**src/rtl/assert_macros.svh**
```systemverilog
// Assertion macros used by the allocator RTL.
`ifndef ASSERT_MACROS_SVH
`define ASSERT_MACROS_SVH

`ifndef SYNTH

// Same-cycle implication: whenever pre holds, post holds too.
`define ASSERT_IMPL(label, clk, rst, pre, post) \
   label: assert property (@(posedge clk) disable iff (rst) (pre) |-> (post)) \
      else $error("assertion failed: same-cycle implication");

// Next-cycle implication: whenever pre holds, post holds in the next cycle.
`define ASSERT_NEXT(label, clk, rst, pre, post) \
   label: assert property (@(posedge clk) disable iff (rst) (pre) |=> (post)) \
      else $error("assertion failed: next-cycle implication");

`else

`define ASSERT_IMPL(label, clk, rst, pre, post)
`define ASSERT_NEXT(label, clk, rst, pre, post)

`endif

`endif

```
**src/rtl/pcpa_pkg.sv**
```systemverilog
// Shared types and constants of the per-CPU page allocator.
package pcpa_pkg;

   localparam int ADDR_W    = 56;
   localparam int BASE_W    = ADDR_W + 1;
   localparam int LIMIT_W   = 13;
   localparam int CPU_ID_W  = 3;
   localparam int CSR_IDX_W = 2;

   localparam logic [ADDR_W-1:0]  REGION_START_RST = 56'h0000_0080_0000_00;
   localparam logic [ADDR_W-1:0]  REGION_STOP_RST  = 56'h0000_0088_0000_00;
   localparam logic [LIMIT_W-1:0] STEAL_LIMIT_RST  = 13'd64;

   localparam logic ACT_FREE  = 1'b0;
   localparam logic ACT_ALLOC = 1'b1;

   typedef enum logic [CSR_IDX_W-1:0] {
      CSR_REGION_START = 2'd0,
      CSR_REGION_STOP  = 2'd1,
      CSR_STEAL_LIMIT  = 2'd2
   } csr_index_type;

   typedef enum logic [1:0] {
      ST_OK       = 2'd0,
      ST_BAD_FREE = 2'd1,
      ST_OOM      = 2'd2
   } status_type;

   typedef enum logic [2:0] {
      S_IDLE,
      S_DECODE,
      S_SCAN,
      S_STEAL,
      S_POP
   } state_type;

   typedef struct packed {
      logic [ADDR_W-1:0]  region_start;
      logic [ADDR_W-1:0]  region_stop;
      logic [BASE_W-1:0]  base;
      logic [BASE_W-1:0]  limit;
      logic [LIMIT_W-1:0] steal_limit;
   } cfg_type;

   typedef struct packed {
      logic                action;
      logic [CPU_ID_W-1:0] cpu_id;
      logic [ADDR_W-1:0]   page_address;
   } req_type;

   typedef struct packed {
      logic              got_page;
      logic [ADDR_W-1:0] alloc_address;
      status_type        status;
   } rsp_type;

endpackage

```
**src/rtl/pcpa_csr.sv**
```systemverilog
// Configuration registers plus the derived region base and limit.
module pcpa_csr #(
   parameter int NUM_PAGES  = 32768,
   parameter int PAGE_BYTES = 4096
) (
   input  logic                           clock,
   input  logic                           reset,
   input  logic                           csr_valid,
   output logic                           csr_ready,
   input  logic [pcpa_pkg::CSR_IDX_W-1:0] csr_index,
   input  logic [pcpa_pkg::ADDR_W-1:0]    csr_wdata,
   output pcpa_pkg::cfg_type              cfg
);
   import pcpa_pkg::*;

   localparam int PB_W = $clog2(PAGE_BYTES);
   localparam logic [BASE_W-1:0] PB_MASK  = BASE_W'(PAGE_BYTES - 1);
   localparam logic [BASE_W-1:0] SPAN     = BASE_W'(NUM_PAGES) << PB_W;
   localparam logic [BASE_W-1:0] BASE_RST = {1'b0, REGION_START_RST};

   logic [ADDR_W-1:0]  start_ff, start_in;
   logic [ADDR_W-1:0]  stop_ff, stop_in;
   logic [LIMIT_W-1:0] steal_ff, steal_in;
   logic [BASE_W-1:0]  base_ff, base_in;
   logic [BASE_W-1:0]  limit_ff, limit_in;
   logic               wr;

   assign csr_ready = 1'b1;
   assign wr        = csr_valid && csr_ready;

   always_comb begin
      start_in = start_ff;
      stop_in  = stop_ff;
      steal_in = steal_ff;
      base_in  = base_ff;
      if (wr) begin
         case (csr_index)
            CSR_REGION_START: begin
               start_in = csr_wdata;
               // Round the start up to the next page boundary.
               base_in  = ({1'b0, csr_wdata} + PB_MASK) & ~PB_MASK;
            end
            CSR_REGION_STOP: begin
               stop_in = csr_wdata;
            end
            CSR_STEAL_LIMIT: begin
               steal_in = csr_wdata[LIMIT_W-1:0];
            end
            default: begin
            end
         endcase
      end
   end

   // The limit is updated together with the base on the same write.
   assign limit_in = base_in + SPAN;

   always_ff @(posedge clock) begin
      if (reset) begin
         start_ff <= REGION_START_RST;
         stop_ff  <= REGION_STOP_RST;
         steal_ff <= STEAL_LIMIT_RST;
         base_ff  <= BASE_RST;
         limit_ff <= BASE_RST + SPAN;
      end else begin
         start_ff <= start_in;
         stop_ff  <= stop_in;
         steal_ff <= steal_in;
         base_ff  <= base_in;
         limit_ff <= limit_in;
      end
   end

   assign cfg = '{region_start: start_ff, region_stop: stop_ff, base: base_ff,
                  limit: limit_ff, steal_limit: steal_ff};

endmodule

```
**config.mk**
```make
export PLATFORM = sky130hd
export DESIGN_NAME = pcpa_csr
export DESIGN_NICKNAME = d
export VERILOG_FILES = /design/src/rtl/assert_macros.svh /design/src/rtl/pcpa_pkg.sv /design/src/rtl/pcpa_csr.sv
export SDC_FILE = /design/constraint.sdc
export NUM_CORES = 1
export LEC_CHECK = 0
export BUFFER_PORTS_ARGS = -buffer_cell sky130_fd_sc_hd__buf_2
export CELL_PAD_IN_SITES_DETAIL_PLACEMENT = 0
export CELL_PAD_IN_SITES_GLOBAL_PLACEMENT = 1
export CORE_MARGIN = 2
export CORE_UTILIZATION = 36
export DETAILED_ROUTE_END_ITERATION = 10
export PLACE_DENSITY = 0.88
export SLEW_MARGIN = 20
export SYNTH_ARGS = -nofsm -noshare
export SYNTH_HDL_FRONTEND = slang
export SYNTH_SLANG_ARGS = --single-unit
```
**constraint.sdc**
```tcl
create_clock -name clock -period 4.44 [get_ports clock]
set_input_delay 0.444 -clock clock [delete_from_list [all_inputs] [get_ports clock]]
set_output_delay 0.444 -clock clock [all_outputs]
set_load 0.05 [all_outputs]
```
# [Word level (Yosys, flattened, before mapping)]
# Index checks and enable logic that the tools add are counted.
[totals] out_inout_bits=240 in_bits=61 reg_bits=239 word_cells=15
[op_classes] reduce_logical=4 n_eq_ne=2 mux=2 addsub=2
[op_table] operator="57-bit two-way mux" count=2
[op_table] operator="56-bit by 12-bit adder with 57-bit output (second input constant)" count=1
[op_table] operator="57-bit by 28-bit adder with 57-bit output (second input constant)" count=1
[op_table] operator="2-bit AND reduction" count=3
[op_table] operator="2-bit by 1-bit equality test with 1-bit output (second input constant)" count=1
[op_table] operator="2-bit equality test (second input constant)" count=1
[op_table] operator="2-bit logical NOT" count=1

# [Logic depth before layout (Yosys ltp)]
[logic_depth] word_depth=4 ltp_mapped=14 depth_no_buf=12

# [Worst setup path before layout]
# OpenSTA, ideal clock, no wires.
[synth_path] kind="input port to flip-flop" from="input csr_wdata[7] (netlist name)" to="register limit_ff[55]" setup_time_ns=0.123 stages=14 setup_slack_ns=0.925 arrival_time_ns=3.392 path_buffers=2 required_time_ns=4.317 cell_sequence="nor4_2 > and3_1 > buf_2 > buf_2 > nor3_1 > xnor2_1 > a21oi_1 > ha_1 > inv_1 > a221oi_1 > nand3b_1 > nor4_2 > nor2b_1 > mux2_1"
[synth_via] elab_chain_len=4
[synth_lines] item="start: declaration" line="pcpa_csr.sv:11" text="input logic [pcpa_pkg::ADDR_W-1:0] csr_wdata,"
[synth_lines] item="56-bit by 12-bit adder with 57-bit output" line="pcpa_csr.sv:41" text="base_in = ({1'b0, csr_wdata} + PB_MASK) & ~PB_MASK;"
[synth_lines] item="57-bit two-way mux" line="pcpa_csr.sv:37" text="case (csr_index)"
[synth_lines] item="57-bit two-way mux" line="pcpa_csr.sv:36" text="if (wr) begin"
[synth_lines] item="named net base_in[28]" line="pcpa_csr.sv:24" text="logic [BASE_W-1:0] base_ff, base_in;"
[synth_lines] item="57-bit by 28-bit adder with 57-bit output" line="pcpa_csr.sv:56" text="assign limit_in = base_in + SPAN;"
[synth_lines] item="end signal: assignment" line="pcpa_csr.sv:64" text="limit_ff <= BASE_RST + SPAN;"
[synth_lines] item="end signal: assignment" line="pcpa_csr.sv:70" text="limit_ff <= limit_in;"
[synth_lines] item="end: declaration" line="pcpa_csr.sv:25" text="logic [BASE_W-1:0] limit_ff, limit_in;"
# The timed path passes the listed nets, and every way through them passes these cells.
# A chain may end at the register's enable or synchronous reset.

# [Final worst setup path]
[layout_path] from="input csr_index[1] (netlist name)" to="register limit_ff[50]"
[layout_via] elab_chain_len=4
[layout_lines] item="start: declaration" line="pcpa_csr.sv:10" text="input logic [pcpa_pkg::CSR_IDX_W-1:0] csr_index,"
[layout_lines] item="2-bit logical NOT" line="pcpa_csr.sv:37"
[layout_lines] item="57-bit two-way mux" line="pcpa_csr.sv:37"
[layout_lines] item="57-bit two-way mux" line="pcpa_csr.sv:36"
[layout_lines] item="57-bit by 28-bit adder with 57-bit output" line="pcpa_csr.sv:56"
# No other way between the ends.

==> reports/summary.txt <==
Max-slew violations - 0
Unrepaired setup endpoints after global routing - false
Ys flop type - dfxtp_1
Vias in the first global route - 7894
Htree depth - 4
Most frequent cells in the layout - nand2_1 (288), buf_2 (274), dfxtp_1 (200)
Clock transition at path regs - 0.08 ns
Core area - 0.0242 sq mm
Relative slew slack - 25.4%
Final min period - 3.48 ns
Fraction of layout cells with a size suffix above 1 - 26.4%
Slew @ Worst Pin - 1.11 ns
R2R setup slack - 1.75 ns
Max VDD drop - 0.000204 V
Clock latency on the worst-skew pair - 0.43 ns
WP data arrival - 3.81 ns
Row count - 57
Syn_area_per_cell - 7.98 sq um
CP max FO - 13
Synth cell types - 68
Async SR Flop Fraction - 0%
Tcrit/Tclk final - 78.4%
CP endpoint kind - flip-flop
Hold Vio Cnt, Final - 0
Post-route ant nets - 0
I/O pin cnt - 301
Synthesized cell area - 0.00884 sq mm
IO buf count - 275
Antenna violations before repair - 4
Detailed Place HPWL - 20400 um
CTS resizes - 0
First-pass GRT wire length - 43400 um
Cts bufs inserted - 17
Via density - 5.10
Leakage power - 4.65 nW
Clock Sinks - 200
Run status - finished, final reports clean
Max Buffers Root-to-Sink - 2
Fin util - 45.0%
Required @ worst endpoint - 4.77 ns
Worst Path Class, Setup - input port to flip-flop
Max Cap Violations - 0
Synth Instances - 1107
DR pass1 iterations - 5
Synth warn - 0
Overall routing resource usage - 21.3%
Final setup vio count - 0
Setup Buffers After CTS - 0
CTS root buffer - clkbuf_16
Final #Nets - 1390
FF/Latch Area - 0.00400 sq mm
Die Y - 161 um
Worst hold path startpoint - csr_wdata[2]
CP peak stage delay - 0.91 ns
Post-DR wirelength/cell - 17.0 um
Post-synthesis register bit count - 200
Seq/Total Area, Yosys - 45.3%
WHS Endpoint - steal_ff[2]$_SDFFE_PP0P_
R2R depth - 9
Largest net degree at the start of global routing - 105
Hold Path Class - input port to flip-flop
Reg-to-Reg Start - base_ff[28]$_SDFF_PP0_
Area delta synth->final - 23.1%
Most common cell after layout, fill and taps aside - nand2_1
Grt ovf - 0
Fmax - 0.287 GHz
Total wire length - 28400 um
Worst R2R End - limit_ff[55]$_SDFF_PP0_
Crit-path slowest cell - nor3b_2
Starting density of the core - 36.6%
Number of synthesized flops with an enable pin - 0
CTS tree - built
Pwr Density - 389 mW/mm^2
Initial DRC Count - 632
Total die area - 0.0258 sq mm
Residual DRC - 0
Multi-input gate area - 0.00431 sq mm
Vias - 8502
Die X - 161 um
GPL Wtd Cong - 0.895
Cts-stage hold buffer count - 0
FILL cells - 2422
TNS Setup - 0 ns
Hold Crit Depth - 3
Worst Setup Start Kind - input port
Worst path cell trace - buf_2 > nor3b_2 > buf_4 > nand2_1 > a21oi_1 > a211o_1 > o211ai_2 > nand2b_2 > or4_4 > nor3_2 > mux2_1
Clock Skew - 0.00648 ns
[through the flow]
stage	hold WS (ns)	cells	setup slack [ns]	cell area, sq um	total power [W]
global route	0.270	1668	0.762	10900	0.00438
global placement	0.439	1633	0.545	10300	0.00264
finish	0.277	1668	0.960	10900	0.00423
floorplan	0.568	1130	0.925	8920	0.00246
detailed placement	0.444	1633	0.540	10300	0.00264
CTS	0.253	1665	1.00	10900	0.00427
[synthesized netlist by cell type (12+ instances only)]
master | number | area [sq um]
nand2_1 | 288 | 1080
dfxtp_1 | 200 | 4000
a21oi_1 | 136 | 681
nor2_1 | 76 | 285
clkbuf_1 | 57 | 214
buf_4 | 40 | 300
xnor2_1 | 23 | 201
nand3_1 | 22 | 110
and2_1 | 20 | 125
xor2_1 | 19 | 166
nand4_1 | 16 | 100
a211oi_1 | 15 | 113
nor4_1 | 14 | 87.6
o21ai_0 | 12 | 60.1
[critical path, delay by kind of cell]
| kind | cells | cell delay, ns |
|---|---|---|
| muxes | 1 | 0.33 |
| AOI/OAI and AO/OA | 3 | 0.54 |
| and+or+nand+nor | 5 | 2.03 |
| buffers and inverters | 2 | 0.45 |
[layout make-up]
class / instances / area share (%)
inverters: 11 / 0.379
flip-flops and latches: 200 / 36.8
diodes: 3 / 0.0690
clock inverters: 15 / 1.76
clock buffers: 17 / 3.91
well taps: 324 / 3.72
repair buffers: 290 / 13.7
multi-input cells: 808 / 39.6
[kinds of logic (layout without fill, tap and decap cells)]
family / count (synthesis) / count (layout) / synth area share, %
flip-flops: 200 / 200 / 45.3
other: 2 / 28 / 0.0850
AO/OA/AOI/OAI: 204 / 204 / 13.6
adder cells (fa/ha/maj): 1 / 1 / 0.142
XOR/XNOR: 42 / 42 / 4.16
AND/OR/NAND/NOR: 524 / 524 / 28.2
buffers and inverters: 122 / 333 / 7.04
multiplexers: 12 / 12 / 1.46
[state kept, by name (all words and copies together), names as in the netlist]
| register | cells |
|---|---|
| limit_ff | 30 |
| steal_ff | 13 |
| start_ff | 56 |
| base_ff | 45 |
| stop_ff | 56 |
[worst max path at each step]
| stage | to | cells past startpoint | startpoint | slack [ns] |
|---|---|---|---|---|
| finish | limit_ff[50]$_SDFF_PP0_ | 11 | csr_index[1] | 0.96 |
| global route | limit_ff[55]$_SDFF_PP0_ | 11 | csr_index[1] | 0.76 |
| CTS | limit_ff[50]$_SDFF_PP0_ | 11 | csr_index[1] | 1.00 |
| detailed placement | limit_ff[50]$_SDFF_PP0_ | 11 | csr_index[1] | 0.54 |
| global placement | limit_ff[55]$_SDFF_PP0_ | 13 | csr_wdata[3] | 0.55 |
| floorplan | limit_ff[55]$_SDFF_PP0_ | 14 | csr_wdata[7] | 0.93 |
[report_power, final]
part | switching, W | internal, W
Clock | 0.000772 | 0.000857
Combinational | 0.000554 | 0.000151
Sequential | 0.0000354 | 0.00186
[per-layer routing]
layer | share of wire (%) | global-route usage (%)
met1 | 44 | 28.7
met3 | 7.0 | 5.04
met5 | 0.046 | 0
met2 | 46 | 33.7
met4 | 2.1 | 6.90
Note: power is estimated with default switching activity, not from simulation.
