==> config.mk <==
export PLATFORM = sky130hd
export DESIGN_NAME = pcpa_engine
export DESIGN_NICKNAME = d
export VERILOG_FILES = /design/src/rtl/pcpa_pkg.sv /design/src/rtl/pcpa_engine.sv
export VERILOG_INCLUDE_DIRS = /design/src /design/src/rtl
export SDC_FILE = /design/constraint.sdc
export NUM_CORES = 1
export LEC_CHECK = 0
export ABC_AREA = 0
export BUFFER_PORTS_ARGS = -buffer_cell sky130_fd_sc_hd__clkbuf_2
export CAP_MARGIN = 20
export CORE_MARGIN = 2
export CORE_UTILIZATION = 30
export CTS_CLUSTER_DIAMETER = 120
export DETAILED_ROUTE_END_ITERATION = 6
export GPL_ROUTABILITY_DRIVEN = 0
export GPL_TIMING_DRIVEN = 0
export PLACE_DENSITY = 0.55
export SYNTH_ARGS = -nofsm -noshare
export SYNTH_HDL_FRONTEND = slang
export SYNTH_SLANG_ARGS = --single-unit
==> constraint.sdc <==
create_clock -name clock -period 4.8 [get_ports clock]
set_input_delay 0.24 -clock clock [delete_from_list [all_inputs] [get_ports clock]]
set_output_delay 0.24 -clock clock [all_outputs]
set_load 0.02 [all_outputs]
==> src/rtl/assert_macros.svh <==
// Assertion macros used by the allocator RTL.
`ifndef ASSERT_MACROS_SVH
`define ASSERT_MACROS_SVH

`ifndef SYNTH

// Same-cycle implication: whenever pre holds, post holds too.
`define ASSERT_IMPL(label, clk, rst, pre, post) \
   label: assert property (@(posedge clk) disable iff (rst) (pre) |-> (post)) \
      else $error("assertion failed: same-cycle implication");

// Next-cycle implication: whenever pre holds, post holds in the next cycle.
`define ASSERT_NEXT(label, clk, rst, pre, post) \
   label: assert property (@(posedge clk) disable iff (rst) (pre) |=> (post)) \
      else $error("assertion failed: next-cycle implication");

`else

`define ASSERT_IMPL(label, clk, rst, pre, post)
`define ASSERT_NEXT(label, clk, rst, pre, post)

`endif

`endif

==> src/rtl/pcpa_pkg.sv <==
// Shared types and constants of the per-CPU page allocator.
package pcpa_pkg;

   localparam int ADDR_W    = 56;
   localparam int BASE_W    = ADDR_W + 1;
   localparam int LIMIT_W   = 13;
   localparam int CPU_ID_W  = 3;
   localparam int CSR_IDX_W = 2;

   localparam logic [ADDR_W-1:0]  REGION_START_RST = 56'h0000_0080_0000_00;
   localparam logic [ADDR_W-1:0]  REGION_STOP_RST  = 56'h0000_0088_0000_00;
   localparam logic [LIMIT_W-1:0] STEAL_LIMIT_RST  = 13'd64;

   localparam logic ACT_FREE  = 1'b0;
   localparam logic ACT_ALLOC = 1'b1;

   typedef enum logic [CSR_IDX_W-1:0] {
      CSR_REGION_START = 2'd0,
      CSR_REGION_STOP  = 2'd1,
      CSR_STEAL_LIMIT  = 2'd2
   } csr_index_type;

   typedef enum logic [1:0] {
      ST_OK       = 2'd0,
      ST_BAD_FREE = 2'd1,
      ST_OOM      = 2'd2
   } status_type;

   typedef enum logic [2:0] {
      S_IDLE,
      S_DECODE,
      S_SCAN,
      S_STEAL,
      S_POP
   } state_type;

   typedef struct packed {
      logic [ADDR_W-1:0]  region_start;
      logic [ADDR_W-1:0]  region_stop;
      logic [BASE_W-1:0]  base;
      logic [BASE_W-1:0]  limit;
      logic [LIMIT_W-1:0] steal_limit;
   } cfg_type;

   typedef struct packed {
      logic                action;
      logic [CPU_ID_W-1:0] cpu_id;
      logic [ADDR_W-1:0]   page_address;
   } req_type;

   typedef struct packed {
      logic              got_page;
      logic [ADDR_W-1:0] alloc_address;
      status_type        status;
   } rsp_type;

endpackage

==> src/rtl/pcpa_engine.sv <==
// Sequencer that pushes, pops and steals pages through the link memory.
`include "assert_macros.svh"

module pcpa_engine #(
   parameter int NUM_CPUS   = 8,
   parameter int NUM_PAGES  = 32768,
   parameter int PAGE_BYTES = 4096
) (
   input  logic                           clock,
   input  logic                           reset,
   input  logic                           in_valid,
   output logic                           in_ready,
   input  pcpa_pkg::req_type              in_item,
   input  pcpa_pkg::cfg_type              cfg,
   output logic                           res_valid,
   input  logic                           res_ready,
   output pcpa_pkg::rsp_type              res,
   output logic                           mem_we,
   output logic [$clog2(NUM_PAGES)-1:0]   mem_waddr,
   output logic [$clog2(NUM_PAGES):0]     mem_wdata,
   output logic                           mem_re,
   output logic [$clog2(NUM_PAGES)-1:0]   mem_raddr,
   input  logic [$clog2(NUM_PAGES):0]     mem_rdata
);
   import pcpa_pkg::*;

   localparam int IDX_W = $clog2(NUM_PAGES);
   localparam int CPU_W = $clog2(NUM_CPUS);
   localparam int PB_W  = $clog2(PAGE_BYTES);
   localparam int IDS   = 2 ** CPU_ID_W;
   localparam logic [CPU_W:0] SCAN_END = (CPU_W + 1)'(NUM_CPUS);

   state_type state_ff, state_in;

   logic                act_ff;
   logic [CPU_W-1:0]    cpu_ff;
   logic [ADDR_W-1:0]   pa_ff;

   logic [IDX_W-1:0]    head_ff [NUM_CPUS];
   logic [NUM_CPUS-1:0] head_valid_ff;
   logic                head_wr_en;
   logic [CPU_W-1:0]    head_wr_sel;
   logic [IDX_W-1:0]    head_wr_idx;
   logic                head_wr_v;

   logic [IDX_W-1:0]    own_head_ff, own_head_in;
   logic                own_v_ff, own_v_in;
   logic [LIMIT_W-1:0]  left_ff, left_in;
   logic [CPU_W:0]      scan_ff, scan_in;

   logic [CPU_W-1:0]    cpu_lut [IDS];
   logic [CPU_W-1:0]    scan_sel;
   logic [CPU_W-1:0]    head_sel;
   logic [IDX_W-1:0]    head_rd;
   logic                head_rd_v;
   logic [IDX_W-1:0]    rd_idx;
   logic                rd_v;
   logic [IDX_W-1:0]    free_idx;
   logic                free_bad;
   logic                scan_done;
   logic                scan_skip;
   logic [BASE_W-1:0]   addr_sum;

   // CPU ids beyond the CPU count fold back onto the existing CPUs.
   for (genvar g = 0; g < IDS; g++) begin : g_cpu_lut
      assign cpu_lut[g] = CPU_W'(g % NUM_CPUS);
   end

   assign scan_sel  = scan_ff[CPU_W-1:0];
   assign head_sel  = (state_ff == S_DECODE) ? cpu_ff : scan_sel;
   assign head_rd   = head_ff[head_sel];
   assign head_rd_v = head_valid_ff[head_sel];
   assign rd_idx    = mem_rdata[IDX_W-1:0];
   assign rd_v      = mem_rdata[IDX_W];

   // Both addresses are page aligned when the free is good, so the page
   // index only needs the low bits of the difference.
   assign free_idx = pa_ff[PB_W +: IDX_W] - cfg.base[PB_W +: IDX_W];
   assign free_bad = (pa_ff[PB_W-1:0] != '0)
                  || (pa_ff < cfg.region_start)
                  || (pa_ff >= cfg.region_stop)
                  || ({1'b0, pa_ff} < cfg.base)
                  || ({1'b0, pa_ff} >= cfg.limit);

   assign scan_done = (scan_ff == SCAN_END) || (left_ff == '0);
   assign scan_skip = (scan_sel == cpu_ff) || !head_rd_v;
   assign addr_sum  = cfg.base + (BASE_W'(own_head_ff) << PB_W);

   // Next state.
   always_comb begin
      state_in = state_ff;
      case (state_ff)
         S_IDLE: begin
            if (in_valid) begin
               state_in = S_DECODE;
            end
         end
         S_DECODE: begin
            if (act_ff == ACT_FREE) begin
               if (res_ready) begin
                  state_in = S_IDLE;
               end
            end else if (head_rd_v) begin
               state_in = S_POP;
            end else begin
               state_in = S_SCAN;
            end
         end
         S_SCAN: begin
            if (scan_done) begin
               if (own_v_ff) begin
                  state_in = S_POP;
               end else if (res_ready) begin
                  state_in = S_IDLE;
               end
            end else if (!scan_skip) begin
               state_in = S_STEAL;
            end
         end
         S_STEAL: begin
            state_in = S_SCAN;
         end
         S_POP: begin
            if (res_ready) begin
               state_in = S_IDLE;
            end
         end
         default: begin
            state_in = S_IDLE;
         end
      endcase
   end

   // Datapath controls.
   always_comb begin
      in_ready    = (state_ff == S_IDLE);
      res_valid   = 1'b0;
      res         = '{got_page: 1'b0, alloc_address: '0, status: ST_OK};
      mem_we      = 1'b0;
      mem_waddr   = head_rd;
      mem_wdata   = {own_v_ff, own_head_ff};
      mem_re      = 1'b0;
      mem_raddr   = head_rd;
      head_wr_en  = 1'b0;
      head_wr_sel = cpu_ff;
      head_wr_idx = rd_idx;
      head_wr_v   = rd_v;
      own_head_in = own_head_ff;
      own_v_in    = own_v_ff;
      left_in     = left_ff;
      scan_in     = scan_ff;
      case (state_ff)
         S_DECODE: begin
            if (act_ff == ACT_FREE) begin
               res_valid  = 1'b1;
               res.status = free_bad ? ST_BAD_FREE : ST_OK;
               if (res_ready && !free_bad) begin
                  mem_we      = 1'b1;
                  mem_waddr   = free_idx;
                  mem_wdata   = {head_rd_v, head_rd};
                  head_wr_en  = 1'b1;
                  head_wr_idx = free_idx;
                  head_wr_v   = 1'b1;
               end
            end else begin
               own_head_in = head_rd;
               own_v_in    = head_rd_v;
               left_in     = cfg.steal_limit;
               scan_in     = '0;
               mem_re      = head_rd_v;
            end
         end
         S_SCAN: begin
            if (scan_done) begin
               if (own_v_ff) begin
                  mem_re    = 1'b1;
                  mem_raddr = own_head_ff;
               end else begin
                  res_valid  = 1'b1;
                  res.status = ST_OOM;
               end
            end else if (scan_skip) begin
               scan_in = scan_ff + 1'b1;
            end else begin
               mem_re = 1'b1;
            end
         end
         S_STEAL: begin
            // Pop the victim's head and push that page onto the own list.
            head_wr_en  = 1'b1;
            head_wr_sel = scan_sel;
            mem_we      = 1'b1;
            own_head_in = head_rd;
            own_v_in    = 1'b1;
            left_in     = left_ff - 1'b1;
         end
         S_POP: begin
            res_valid         = 1'b1;
            res.got_page      = 1'b1;
            res.alloc_address = addr_sum[ADDR_W-1:0];
            head_wr_en        = res_ready;
         end
         default: begin
         end
      endcase
   end

   always_ff @(posedge clock) begin
      if (reset) begin
         state_ff      <= S_IDLE;
         head_valid_ff <= '0;
         own_v_ff      <= 1'b0;
         left_ff       <= '0;
         scan_ff       <= '0;
      end else begin
         state_ff <= state_in;
         own_v_ff <= own_v_in;
         left_ff  <= left_in;
         scan_ff  <= scan_in;
         if (head_wr_en) begin
            head_valid_ff[head_wr_sel] <= head_wr_v;
         end
      end
   end

   always_ff @(posedge clock) begin
      if (in_valid && in_ready) begin
         act_ff <= in_item.action;
         cpu_ff <= cpu_lut[in_item.cpu_id];
         pa_ff  <= in_item.page_address;
      end
      if (head_wr_en) begin
         head_ff[head_wr_sel] <= head_wr_idx;
      end
      own_head_ff <= own_head_in;
   end

   `ASSERT_IMPL(a_no_mem_rw_overlap, clock, reset, mem_we, !mem_re)
   `ASSERT_IMPL(a_steal_within_limit, clock, reset, state_ff == S_STEAL, left_ff != '0)
   `ASSERT_IMPL(a_never_steal_own, clock, reset, state_ff == S_STEAL, scan_sel != cpu_ff)
   `ASSERT_NEXT(a_result_ends_item, clock, reset, res_valid && res_ready, state_ff == S_IDLE)

endmodule

* After elaboration in Yosys (flattened, before gate mapping)
Memory sizes are Yosys's and may differ from the RTL's. A register that Yosys moved wholly into a read port is not among the register bits.
Index checks and enable logic that the tools add are counted.
** Cells by class
- Add/subtract/negate cells :: 4
- $lt $le $gt $ge :: 7
- Eq/ne operators :: 11
- Multiplexer cells :: 61
- Bitwise gates (word level) :: 1
- Reduce and logical (&&, ||, !) cells :: 19
** Operators with widths (count)
- $mux 15 :: 10
- $ge 56x57->1 :: 1
- $lt 56x57->1 :: 1
- $mux 57 :: 1
- $add 56x27->56 :: 1
- $ge 56x56->1 :: 1
- $lt 56x56->1 :: 1
- $mux 16 :: 3
- $pmux 15 s2 :: 1
- $mux 3 :: 9
- $pmux 13 s2 :: 1
- $mux 1 :: 19
- $pmux 3 s5 :: 1
- $sub 15x15->15 :: 1
- $logic_not 13->1 :: 1
- $mux 13 :: 1
- $sub 13x1->13 const B :: 1
- $mux 4 :: 3
- $reduce_bool 12->1 :: 1
- $bwmux 8 :: 1
- $lt 3x4->1 const B :: 2
- $ne 2x2->1 const B :: 4
- $pmux 4 s2 :: 1
- $eq 3x2->1 const B :: 2
- 21 further kinds :: 35
** Word-level totals
- Register bits :: 101
- RAM bits :: 120
- ROM bits :: 24
- Logic and storage cells :: 113
- Memories kept :: 2
** Memory list
- head_ff :: words 8, bits a word 15, rd ports 1, clocked after Yosys merged registers in 0, write ports 1, RTL line pcpa_engine.sv:39 : logic [IDX_W-1:0] head_ff [NUM_CPUS];
- (no name shown) :: words 8, bits a word 3, rd ports 1, clocked after Yosys merged registers in 1, write ports 0, RTL line pcpa_engine.sv:229 : cpu_ff <= cpu_lut[in_item.cpu_id];

* Depth between registers and ports, before layout
Gate-level depths: netlist of the first run.
- Word-level depth :: 12
- Gate-level depth with buffers :: 14
- Gate-level depth less buffers :: 12

* Worst setup path before layout of the first run
Ideal clock, no wire load.
- Kind :: register to register
- Start point :: reg pa_ff[55]
- End point :: mem head_ff[2][0] (netlist name) (enable)
- Library setup time :: 386 ps
- Arrival :: 3200 ps
- Slack :: 1214 ps
- Stages on the path, launching flop included :: 13
- Path buffers :: 2
- Clock period less this slack :: 3586 ps
- Cells stage by stage :: edfxtp_1 -> ha_1 -> a211oi_1 -> nand2_1 -> a2111oi_0 -> o21ai_0 -> a311oi_1 -> o2111ai_1 -> nor4b_1 -> buf_2 -> buf_4 -> o21ai_1 -> nor2_1
** On the way
- Cells in the longest elaborated chain, start to end :: 12
** Ends and longest elaborated chain
- from (decl) :: RTL line pcpa_engine.sv:37 : logic [ADDR_W-1:0] pa_ff;
- from (signal assigned) :: RTL line pcpa_engine.sv:230 : pa_ff <= in_item.page_address;
- $lt 56x56->1 :: RTL line pcpa_engine.sv:80 : || (pa_ff < cfg.region_start)
- $logic_or 1x1->1 :: RTL line pcpa_engine.sv:80
- $logic_or 1x1->1 :: RTL line pcpa_engine.sv:81 : || (pa_ff >= cfg.region_stop)
- $logic_or 1x1->1 :: RTL line pcpa_engine.sv:82 : || ({1'b0, pa_ff} < cfg.base)
- $logic_or 1x1->1 * :: RTL line pcpa_engine.sv:83 : || ({1'b0, pa_ff} >= cfg.limit);
- $logic_not 1->1 * :: RTL line pcpa_engine.sv:157 : if (res_ready && !free_bad) begin
- $logic_and 1x1->1 * :: RTL line pcpa_engine.sv:157
- $mux 1 * :: RTL line pcpa_engine.sv:157
- $mux 1 * :: RTL line pcpa_engine.sv:154 : if (act_ff == ACT_FREE) begin
- $pmux 1 s3 * :: RTL line pcpa_engine.sv:152 : case (state_ff)
- $mux 1 * :: RTL line pcpa_engine.sv:232 : if (head_wr_en) begin
- $mux 1 (implied by the code) * :: RTL line pcpa_engine.sv:233 : head_ff[head_wr_sel] <= head_wr_idx;
- to (decl) :: RTL line pcpa_engine.sv:39
Every way passes the cells marked *; elsewhere a longest branch is shown, timed or not.

* Worst setup path in the final report of the first run
- Start point :: reg pa_ff[55]
- End point :: out mem_waddr[3]
** On the way
- Cells in the longest elaborated chain, start to end :: 10
** Ends and longest elaborated chain
- $lt 56x56->1 :: RTL line pcpa_engine.sv:80
- $logic_or 1x1->1 :: RTL line pcpa_engine.sv:80
- $logic_or 1x1->1 :: RTL line pcpa_engine.sv:81
- $logic_or 1x1->1 :: RTL line pcpa_engine.sv:82
- $logic_or 1x1->1 * :: RTL line pcpa_engine.sv:83
- $logic_not 1->1 * :: RTL line pcpa_engine.sv:157
- $logic_and 1x1->1 * :: RTL line pcpa_engine.sv:157
- $mux 15 * :: RTL line pcpa_engine.sv:157
- $mux 15 * :: RTL line pcpa_engine.sv:154
- $mux 15 * :: RTL line pcpa_engine.sv:152
- to (decl) :: RTL line pcpa_engine.sv:19 : output logic [$clog2(NUM_PAGES)-1:0] mem_waddr,
Marked as above.

==> results of run 1 <==
-- flip-flops by register name (all words and copies together), names as in the netlist --
| signal | flops |
|---|---|
| cpu_ff | 3 |
| head_valid_ff | 8 |
| left_ff | 13 |
| head_ff | 120 |
| pa_ff | 56 |
| state_ff | 3 |
| own_head_ff | 15 |
| own_v_ff | 1 |
| scan_ff | 4 |
| act_ff | 1 |
-- critical path, stage by stage, from the launching register on --
cell                        delay [ns]
sky130_fd_sc_hd__edfxtp_1         0.52
sky130_fd_sc_hd__buf_4            0.20
sky130_fd_sc_hd__ha_1             0.30
sky130_fd_sc_hd__and4b_1          0.22
sky130_fd_sc_hd__and2_1           0.27
sky130_fd_sc_hd__o311a_1          0.18
sky130_fd_sc_hd__a21oi_1          0.42
sky130_fd_sc_hd__o2111ai_2        0.17
sky130_fd_sc_hd__buf_4            0.20
sky130_fd_sc_hd__nor4b_2          0.23
sky130_fd_sc_hd__buf_4            0.21
sky130_fd_sc_hd__buf_4            0.22
sky130_fd_sc_hd__buf_8            0.20
sky130_fd_sc_hd__nor2_1           0.06
sky130_fd_sc_hd__a21oi_1          0.24
sky130_fd_sc_hd__clkbuf_2         0.23
-- layer usage --
metal  up-vias  global-route usage
li1       7295                   -
met1      7364               0.259
met2       642               0.379
met3       123              0.0395
met4         6              0.0870
met5         -                   0
-- cells in the final DEF (no fill, tap or decap), types with 9 or more instances in the layout --
cell / instances
sky130_fd_sc_hd__buf_8: 10
sky130_fd_sc_hd__dlygate4sd3_1: 65
sky130_fd_sc_hd__nor2_1: 151
sky130_fd_sc_hd__clkbuf_2: 427
sky130_fd_sc_hd__o211ai_1: 10
sky130_fd_sc_hd__inv_1: 259
sky130_fd_sc_hd__nor2b_1: 9
sky130_fd_sc_hd__mux2i_1: 21
sky130_fd_sc_hd__nor2_2: 9
sky130_fd_sc_hd__buf_4: 19
sky130_fd_sc_hd__nand3_1: 33
sky130_fd_sc_hd__mux4_2: 32
sky130_fd_sc_hd__nor3_1: 33
sky130_fd_sc_hd__a2111oi_0: 16
sky130_fd_sc_hd__nor4_1: 9
sky130_fd_sc_hd__or3_1: 9
sky130_fd_sc_hd__mux2_2: 53
sky130_fd_sc_hd__clkbuf_1: 30
sky130_fd_sc_hd__a21o_1: 32
sky130_fd_sc_hd__nand2_1: 91
sky130_fd_sc_hd__edfxtp_1: 195
sky130_fd_sc_hd__a21oi_1: 127
sky130_fd_sc_hd__dfxtp_1: 29
sky130_fd_sc_hd__xnor2_1: 44
sky130_fd_sc_hd__o21a_1: 12
sky130_fd_sc_hd__ha_1: 237
sky130_fd_sc_hd__clkbuf_16: 27
sky130_fd_sc_hd__a211oi_1: 24
sky130_fd_sc_hd__nand4_1: 47
sky130_fd_sc_hd__o21ai_0: 61
-- power by group --
part | leakage, nW | total (mW) | internal, mW | switching, mW
combinational | 7.61 | 2.18 | 0.901 | 1.27
clock | 0.440 | 2.15 | 1.25 | 0.895
sequential | 2.02 | 2.39 | 2.25 | 0.149
-- final cells by class --
cell class              instances  area (sq um)  share of cell area
repair buffers                519          3070               0.140
inverters                     259           972              0.0442
multi-input cells            1181          9500               0.432
well taps                     748           936              0.0425
clock buffers                  32           694              0.0316
flip-flops and latches        224          6440               0.292
plain buffers                  39           179             0.00813
clock inverters                17           208             0.00944
diodes                          2          5.00            0.000227
-- timing repair --
| action | in CTS | in global routing |
|---|---|---|
| hold buffers | 65 | 0 |
| buffers inserted | 8 | 7 |
| resized for setup | 28 | 13 |
| hold endpoints to repair | 65 | 0 |
| endpoints found under the setup margin | 280 | 34 |
| pin swaps | 8 | 6 |
-- cell families (layout without fill, tap and decap cells) --
group,Yosys count,in the layout,synth area share
muxes,107,107,0.0921
buffers and inverters,298,866,0.0675
xor gates and xnor gates,52,52,0.0270
and+or+nand+nor,438,438,0.123
adders and majority gates,243,243,0.181
other,0,2,0
AOI/OAI and AO/OA,341,341,0.126
DFF,224,224,0.382
-- how the worst max path moves through the flow --
stage	end	slack, ns	cells after the start
global placement	head_ff[5][11]	-1.48	12
floorplan	head_ff[2][0]	1.21	12
global route	res[52]	-0.02	13
finish	mem_waddr[3]	0.09	15
detailed placement	mem_waddr[0]	-0.58	14
CTS	mem_waddr[3]	0.005	15
-- per-stage QoR --
stage / worst slack (ns) / cells / hold WS, ns / util
2_1_floorplan: 1.21 / 1703 / 0.330 / -
3_5_place_dp: -0.579 / 2890 / 0.419 / 0.364
4_1_cts: 0.00466 / 3012 / 0.000940 / 0.395
6_report: 0.0853 / 3021 / 0.0491 / 0.398
5_1_grt: -0.0237 / 3021 / 0.0442 / 0.398
3_3_place_gp: -1.48 / 2878 / 0.418 / 0.360
==> impl_results.md, run 1 <==
* DRT iter0 DRCs at 1023
* Type of element capturing the critical path: output port
* Number of synthesized flops with an enable pin at roughly 200
* Run status: completed
* Clk_lat worst skew at between 0.5 and 0.6 ns
* Core area at between 0.05 and 0.06 sq mm
* Initial Util at 0.304
* Port-buffer cells at between 400 and 500
* Number of cells on the worst reg-to-reg path at 14
* Worst rel slew slack at 0.356
* Skew final at 0.0301 ns
* Cell types occupying the most area after synthesis: sky130_fd_sc_hd__edfxtp_1 (35%), sky130_fd_sc_hd__ha_1 (18%), sky130_fd_sc_hd__inv_1 (5.8%), sky130_fd_sc_hd__mux4_2 (4.3%), sky130_fd_sc_hd__a21oi_1 (3.9%)
* List of most frequent post-synthesis cells: sky130_fd_sc_hd__inv_1 (259), sky130_fd_sc_hd__ha_1 (241), sky130_fd_sc_hd__edfxtp_1 (195)
* Actual transition at the worst max-transition pin at 0.957 ns
* Vias in the first global route at 15300
* Critical path launch point type: flop
* Synth Cell Area at 0.0168 sq mm
* Clock net sink count at 224
* Die width at 241 um
* Most frequent cell after synthesis: sky130_fd_sc_hd__inv_1
* Routed vias at 15400
* Die outline area at 0.0580 sq mm
* CTS HTree Levels at 1
* R2r endpoint: head_ff[1][2]
* Wire length of the first global-routing pass at 92700 um
* Reported leakage power at slightly above 10 nW
* Synth async-reset ratio at 0
* Initial antenna violation count at 6
* Signal arrival time at the worst endpoint at 4.47 ns
* Area share of the leading cell type in the synthesized netlist at 0.348
* Number of setup violations in the final report at 0
* Class of the tightest hold or removal check: primary input to flop
* Wire per inst at approximately 22 um
* End of the worst hold path: left_ff[4]
* Count of mapped cells out of synthesis at 1703
* Remaining Overflow, GRT at 0
* TritonCTS clock tree: yes
* First-pass detailed-route iteration total at 5
* Count of unique library cells instantiated by Yosys at 62
* Die height at around 240 um
* HP Start: reset
* Kind of critical path: flop to output port
* Post-detailed-route via-to-cell ratio at 5.11
* Time the worst path needs with I/O delays and setup at 4.71 ns
* Fmax at between 0.2 and 0.25 GHz
* Setup repair after global routing missed its margin: true
* Net count of the mapped netlist at 2265
* Count of pins on the block boundary at 428
* Max-slew violations at 0
* Count of antenna-violating nets left after detailed routing at 0
* Fill cell instance count of the final layout at 5567
* Largest driver fanout on the critical path at 10
* Average cell area after synthesis at 9.89 sq um
* Sum of net half-perimeters after detailed placement at 53500 um
* Startpoint of the worst register-to-register path: pa_ff[55]
* Area growth from synthesis to final layout at 30.7%
* Amount of wire on met2 after detailed routing at between 30000 and 40000 um
* Reg2Reg Setup Slack at 0.47 ns
* Largest net degree at the start of global routing at 57
* Cell Pwr Density at 305 mW/mm^2
* Number of instances on the worst hold path at 2
* Total wirelength of the detailed-routed design at roughly 66000 um
* Floorplan row count at between 80 and 90
* Total global-route track usage at 0.216
* Biggest area consumer among synthesized cells: sky130_fd_sc_hd__edfxtp_1
* Count of endpoints failing hold in the final timing report at 0
* Endpoint required time on the critical path at roughly 4.6 ns
* Number of buffers created by CTS at 27
* Critical path launch point: pa_ff[55]
* Clock transition time at the flip-flop clock pins of the worst setup and hold paths at 0.07 ns
* Final-layout setup total negative slack at 0 ns
* Maximum capacitance violations at 0
* Post-route DRC violation count at 0
* Ratio of final minimum period to clock period at 0.982
* Instance area after placement at 0.0201 sq mm
* Cell chosen for the clock root: sky130_fd_sc_hd__clkbuf_16
* Synth Flop Type: sky130_fd_sc_hd__edfxtp_1
* Highest metal layer with signal wires: met5
* Final design instance area without fill at 0.0220 sq mm
* Post-synthesis sequential area ratio at 0.382
* Tot Pwr at 6.72 mW
* Post-Route M1 WL at roughly 26000 um
* Share of cells above drive strength 1 at 0.281
* Number of warnings issued by yosys at 0
* Maximum ir drop on the vdd rail at 0.212 mV
* Maximum number of buffers from clock root to sink at 3
* Total met3 wirelength after detailed routing at 4970 um
* Number of register bits inferred by synthesis at between 200 and 250
* Net count of the finished layout at 2813
Note: power is estimated with default switching activity, not from simulation.
==> inputs of run 2 (changes only) <==
--- a/config.mk
+++ b/config.mk
@@ -13,9 +13,8 @@
 export CORE_UTILIZATION = 30
 export CTS_CLUSTER_DIAMETER = 120
 export DETAILED_ROUTE_END_ITERATION = 6
-export GPL_ROUTABILITY_DRIVEN = 0
 export GPL_TIMING_DRIVEN = 0
-export PLACE_DENSITY = 0.55
+export PLACE_DENSITY = 0.57
 export SYNTH_ARGS = -nofsm -noshare
 export SYNTH_HDL_FRONTEND = slang
 export SYNTH_SLANG_ARGS = --single-unit
==> constraint.sdc (replaced) <==
create_clock -name clock -period 4 [get_ports clock]
set_input_delay 0.2 -clock clock [delete_from_list [all_inputs] [get_ports clock]]
set_output_delay 0.2 -clock clock [all_outputs]
set_load 0.02 [all_outputs]
==> impl_results.md, run 2 (synthesis gave the netlist of run 1 again) <==
* Run status: finished, violations left
* Violated checks: setup timing
* TritonCTS clock tree: yes
* Number of cells in the design after placement at 2889
* Kind of cell adding the most delay to the critical path: compound AO/OA/AOI/OAI gates
* Post-detailed-route via-to-cell ratio at 5.07
* Reported leakage power at around 11 nW
* Maximum ir drop on the vdd rail at 0.236 mV
* Initial antenna violation count at 2
* Setup repair after global routing missed its margin: true
* Routed vias at between 15000 and 20000
* Ratio of final minimum period to clock period at 1.05
* Smallest hold slack at a little over 0.04 ns
* Max-slew violations at 0
* Clock transition time at the flip-flop clock pins of the worst setup and hold paths at roughly 0.060 ns
* CTS HTree Levels at 1
* Count of endpoints failing hold in the final timing report at 0
* Count of pins on the block boundary at 428
* DRT iter0 DRCs at 983
* Regs by FF count: head_ff (120), pa_ff (56), own_head_ff (15)
* CP Buf/Inv Count at 4
* Cell chosen for the clock root: sky130_fd_sc_hd__clkbuf_16
* Cell Pwr Density at 355 mW/mm^2
* Wire per inst at 21.9 um
* Actual transition at the worst max-transition pin at 1.02 ns
* Time the worst path needs with I/O delays and setup at 4.18 ns
* Number of flip-flops under the largest register name at 120
* Wire length of the first global-routing pass at 95600 um
* Clock net sink count at between 200 and 250
* R2r endpoint: head_ff[3][13]
* Final Instance Count excl. Fillers at ~3100
* Die outline area at 0.0580 sq mm
* Top library cells by usage in the layout, fill and taps aside: sky130_fd_sc_hd__clkbuf_2 (403), sky130_fd_sc_hd__inv_1 (259), sky130_fd_sc_hd__ha_1 (228), sky130_fd_sc_hd__edfxtp_1 (195), sky130_fd_sc_hd__nor2_1 (139)
* Sum of net half-perimeters after detailed placement at between 50000 and 60000 um
* Startpoint of the worst register-to-register path: pa_ff[33]
* Tot Pwr at 8.28 mW
* First-pass detailed-route iteration total at 5
* Count of antenna-violating nets left after detailed routing at 0
* Initial Util at 0.304
* Fmax at 0.239 GHz
* Floorplan row count at 86
* HP Start: cfg[0]
* Remaining Overflow, GRT at 0
* Number of instances on the worst hold path at 5
* Largest driver fanout on the critical path at 8
* Maximum capacitance violations at 0
* Largest net degree at the start of global routing at 52
* Endpoint required time on the critical path at 3.80 ns
* Largest stage delay on the critical path at 0.45 ns
* Slowest cell on the critical path: sky130_fd_sc_hd__a221oi_4
* Cells along the critical path: ha_1 > a21oi_1 > o21ai_1 > a221oi_4 > o22ai_2 > a311oi_2 > o2111ai_4 > nor4b_4 > buf_6 > buf_12 > buf_12 > mux2_2 > buf_2
* Maximum number of buffers from clock root to sink at 3
* Post-route DRC violation count at 0
* Type of element capturing the critical path: output port
* Final Worst Setup Slack at -0.183 ns
* Total global-route track usage at 0.223
* Core area at 0.0553 sq mm
* Placer Congestion at 0.937
* Share of cells above drive strength 1 at 0.330
* Net count of the finished layout at 2866
* Register with the highest flop count: head_ff
* Signal arrival time at the worst endpoint at 3.98 ns
* Die width at 241 um
* Number of setup violations in the final report at 31
* Skew final at 0.0229 ns
* Cell repeated most along the worst path: sky130_fd_sc_hd__buf_12
* End of the worst hold path: left_ff[0]
* Worst setup slack after placement at -1.61 ns
* Clk_lat worst skew at about 0.58 ns
* Final design instance area without fill at 0.0233 sq mm
* Vias in the first global route at ~16000
* Area growth from synthesis to final layout at 38.6%
* Instance area after placement at 0.0201 sq mm
* Critical path launch point type: flop
* Port-buffer cells at 427
* Kind of critical path: flop to output port
* Number of cells on the worst reg-to-reg path at 15
* Logic depth of the worst setup path including buffers at 13
* Class of the tightest hold or removal check: primary input to flop
* Worst rel slew slack at 0.323
* Die height at 241 um
* Most frequent standard cell in the layout excluding fill and tap cells: sky130_fd_sc_hd__clkbuf_2
* Number of buffers created by CTS at 28
* Reg2Reg Setup Slack at between 0.1 and 0.15 ns
* Fill cell instance count of the final layout at 5438
* Total wirelength of the detailed-routed design at 67300 um
## run 2: cell types whose count changed in the layout (fill, tap and decap cells not counted), sizes merged
| cell | before | now |
|---|---|---|
| buf | 41 | 109 |
| inv | 263 | 261 |
| diode | 2 | 1 |
| clkinvlp | 1 | 6 |
| dlygate4sd3 | 65 | 66 |
| bufinv | 4 | 1 |
| clkbuf | 484 | 469 |
## run 2: layout make-up
type / count / area (sq um) / area share
diodes: 1 / 2.50 / 0.000107
repair buffers: 573 / 3730 / 0.160
inverters: 259 / 972 / 0.0417
clock inverters: 17 / 153 / 0.00654
flip-flops and latches: 224 / 6440 / 0.276
plain buffers: 37 / 267 / 0.0114
clock buffers: 34 / 753 / 0.0323
well taps: 748 / 936 / 0.0401
multi-input cells: 1181 / 10100 / 0.433
## run 2: layer usage
metal,vias to the layer above,track usage,routed length [um]
met5,-,0,13
met4,2,0.0670,2040
met3,94,0.0332,4080
met2,525,0.393,32800
met1,7568,0.280,28400
li1,7403,-,-
## run 2: worst max path at each step
stage / startpoint / end / slack [ns]
after floorplan: pa_ff[55] / head_ff[2][0] / 0.41
after global placement: pa_ff[24] / head_ff[1][8] / -2.23
after detailed placement: pa_ff[24] / head_ff[3][9] / -1.61
after CTS: pa_ff[55] / mem_wdata[5] / -0.29
after global routing: pa_ff[17] / mem_wdata[4] / -0.33
final: pa_ff[33] / mem_wdata[4] / -0.18
## run 2: timing repair
action / CTS / global route
setup buffers: 55 / 19
hold buffers: 66 / 0
gates cloned: 1 / 0
endpoints found under the hold margin: 67 / 0
setup endpoints to repair: 327 / 238
pin swaps: 37 / 19
gates resized for setup: 198 / 58
## run 2: where the power goes
group | internal [mW] | switching, mW | leakage (nW)
Combinational | 1.27 | 1.65 | 8.14
Sequential | 2.69 | 0.155 | 2.02
Clock | 1.42 | 1.09 | 0.424
## run 2: metrics by stage
step                TNS [ns]  utilization
global route           -9.49        0.422
CTS                    -7.27        0.416
detailed placement   -369.10        0.364
finish                 -2.78        0.422
floorplan                  0            -
global placement     -472.39        0.360
## run 2: worst register-to-register path: stages (launching register included)
cell                        delay [ns]
sky130_fd_sc_hd__edfxtp_1         0.41
sky130_fd_sc_hd__ha_1             0.32
sky130_fd_sc_hd__a21oi_1          0.13
sky130_fd_sc_hd__o21ai_1          0.14
sky130_fd_sc_hd__a221oi_4         0.45
sky130_fd_sc_hd__o22ai_2          0.15
sky130_fd_sc_hd__a311oi_2         0.33
sky130_fd_sc_hd__o2111ai_4        0.25
sky130_fd_sc_hd__nor4b_4          0.29
sky130_fd_sc_hd__buf_6            0.17
sky130_fd_sc_hd__buf_12           0.15
sky130_fd_sc_hd__buf_6            0.10
sky130_fd_sc_hd__buf_6            0.12
sky130_fd_sc_hd__o21ai_4          0.11
sky130_fd_sc_hd__nor2_4           0.27
sky130_fd_sc_hd__buf_12           0.19
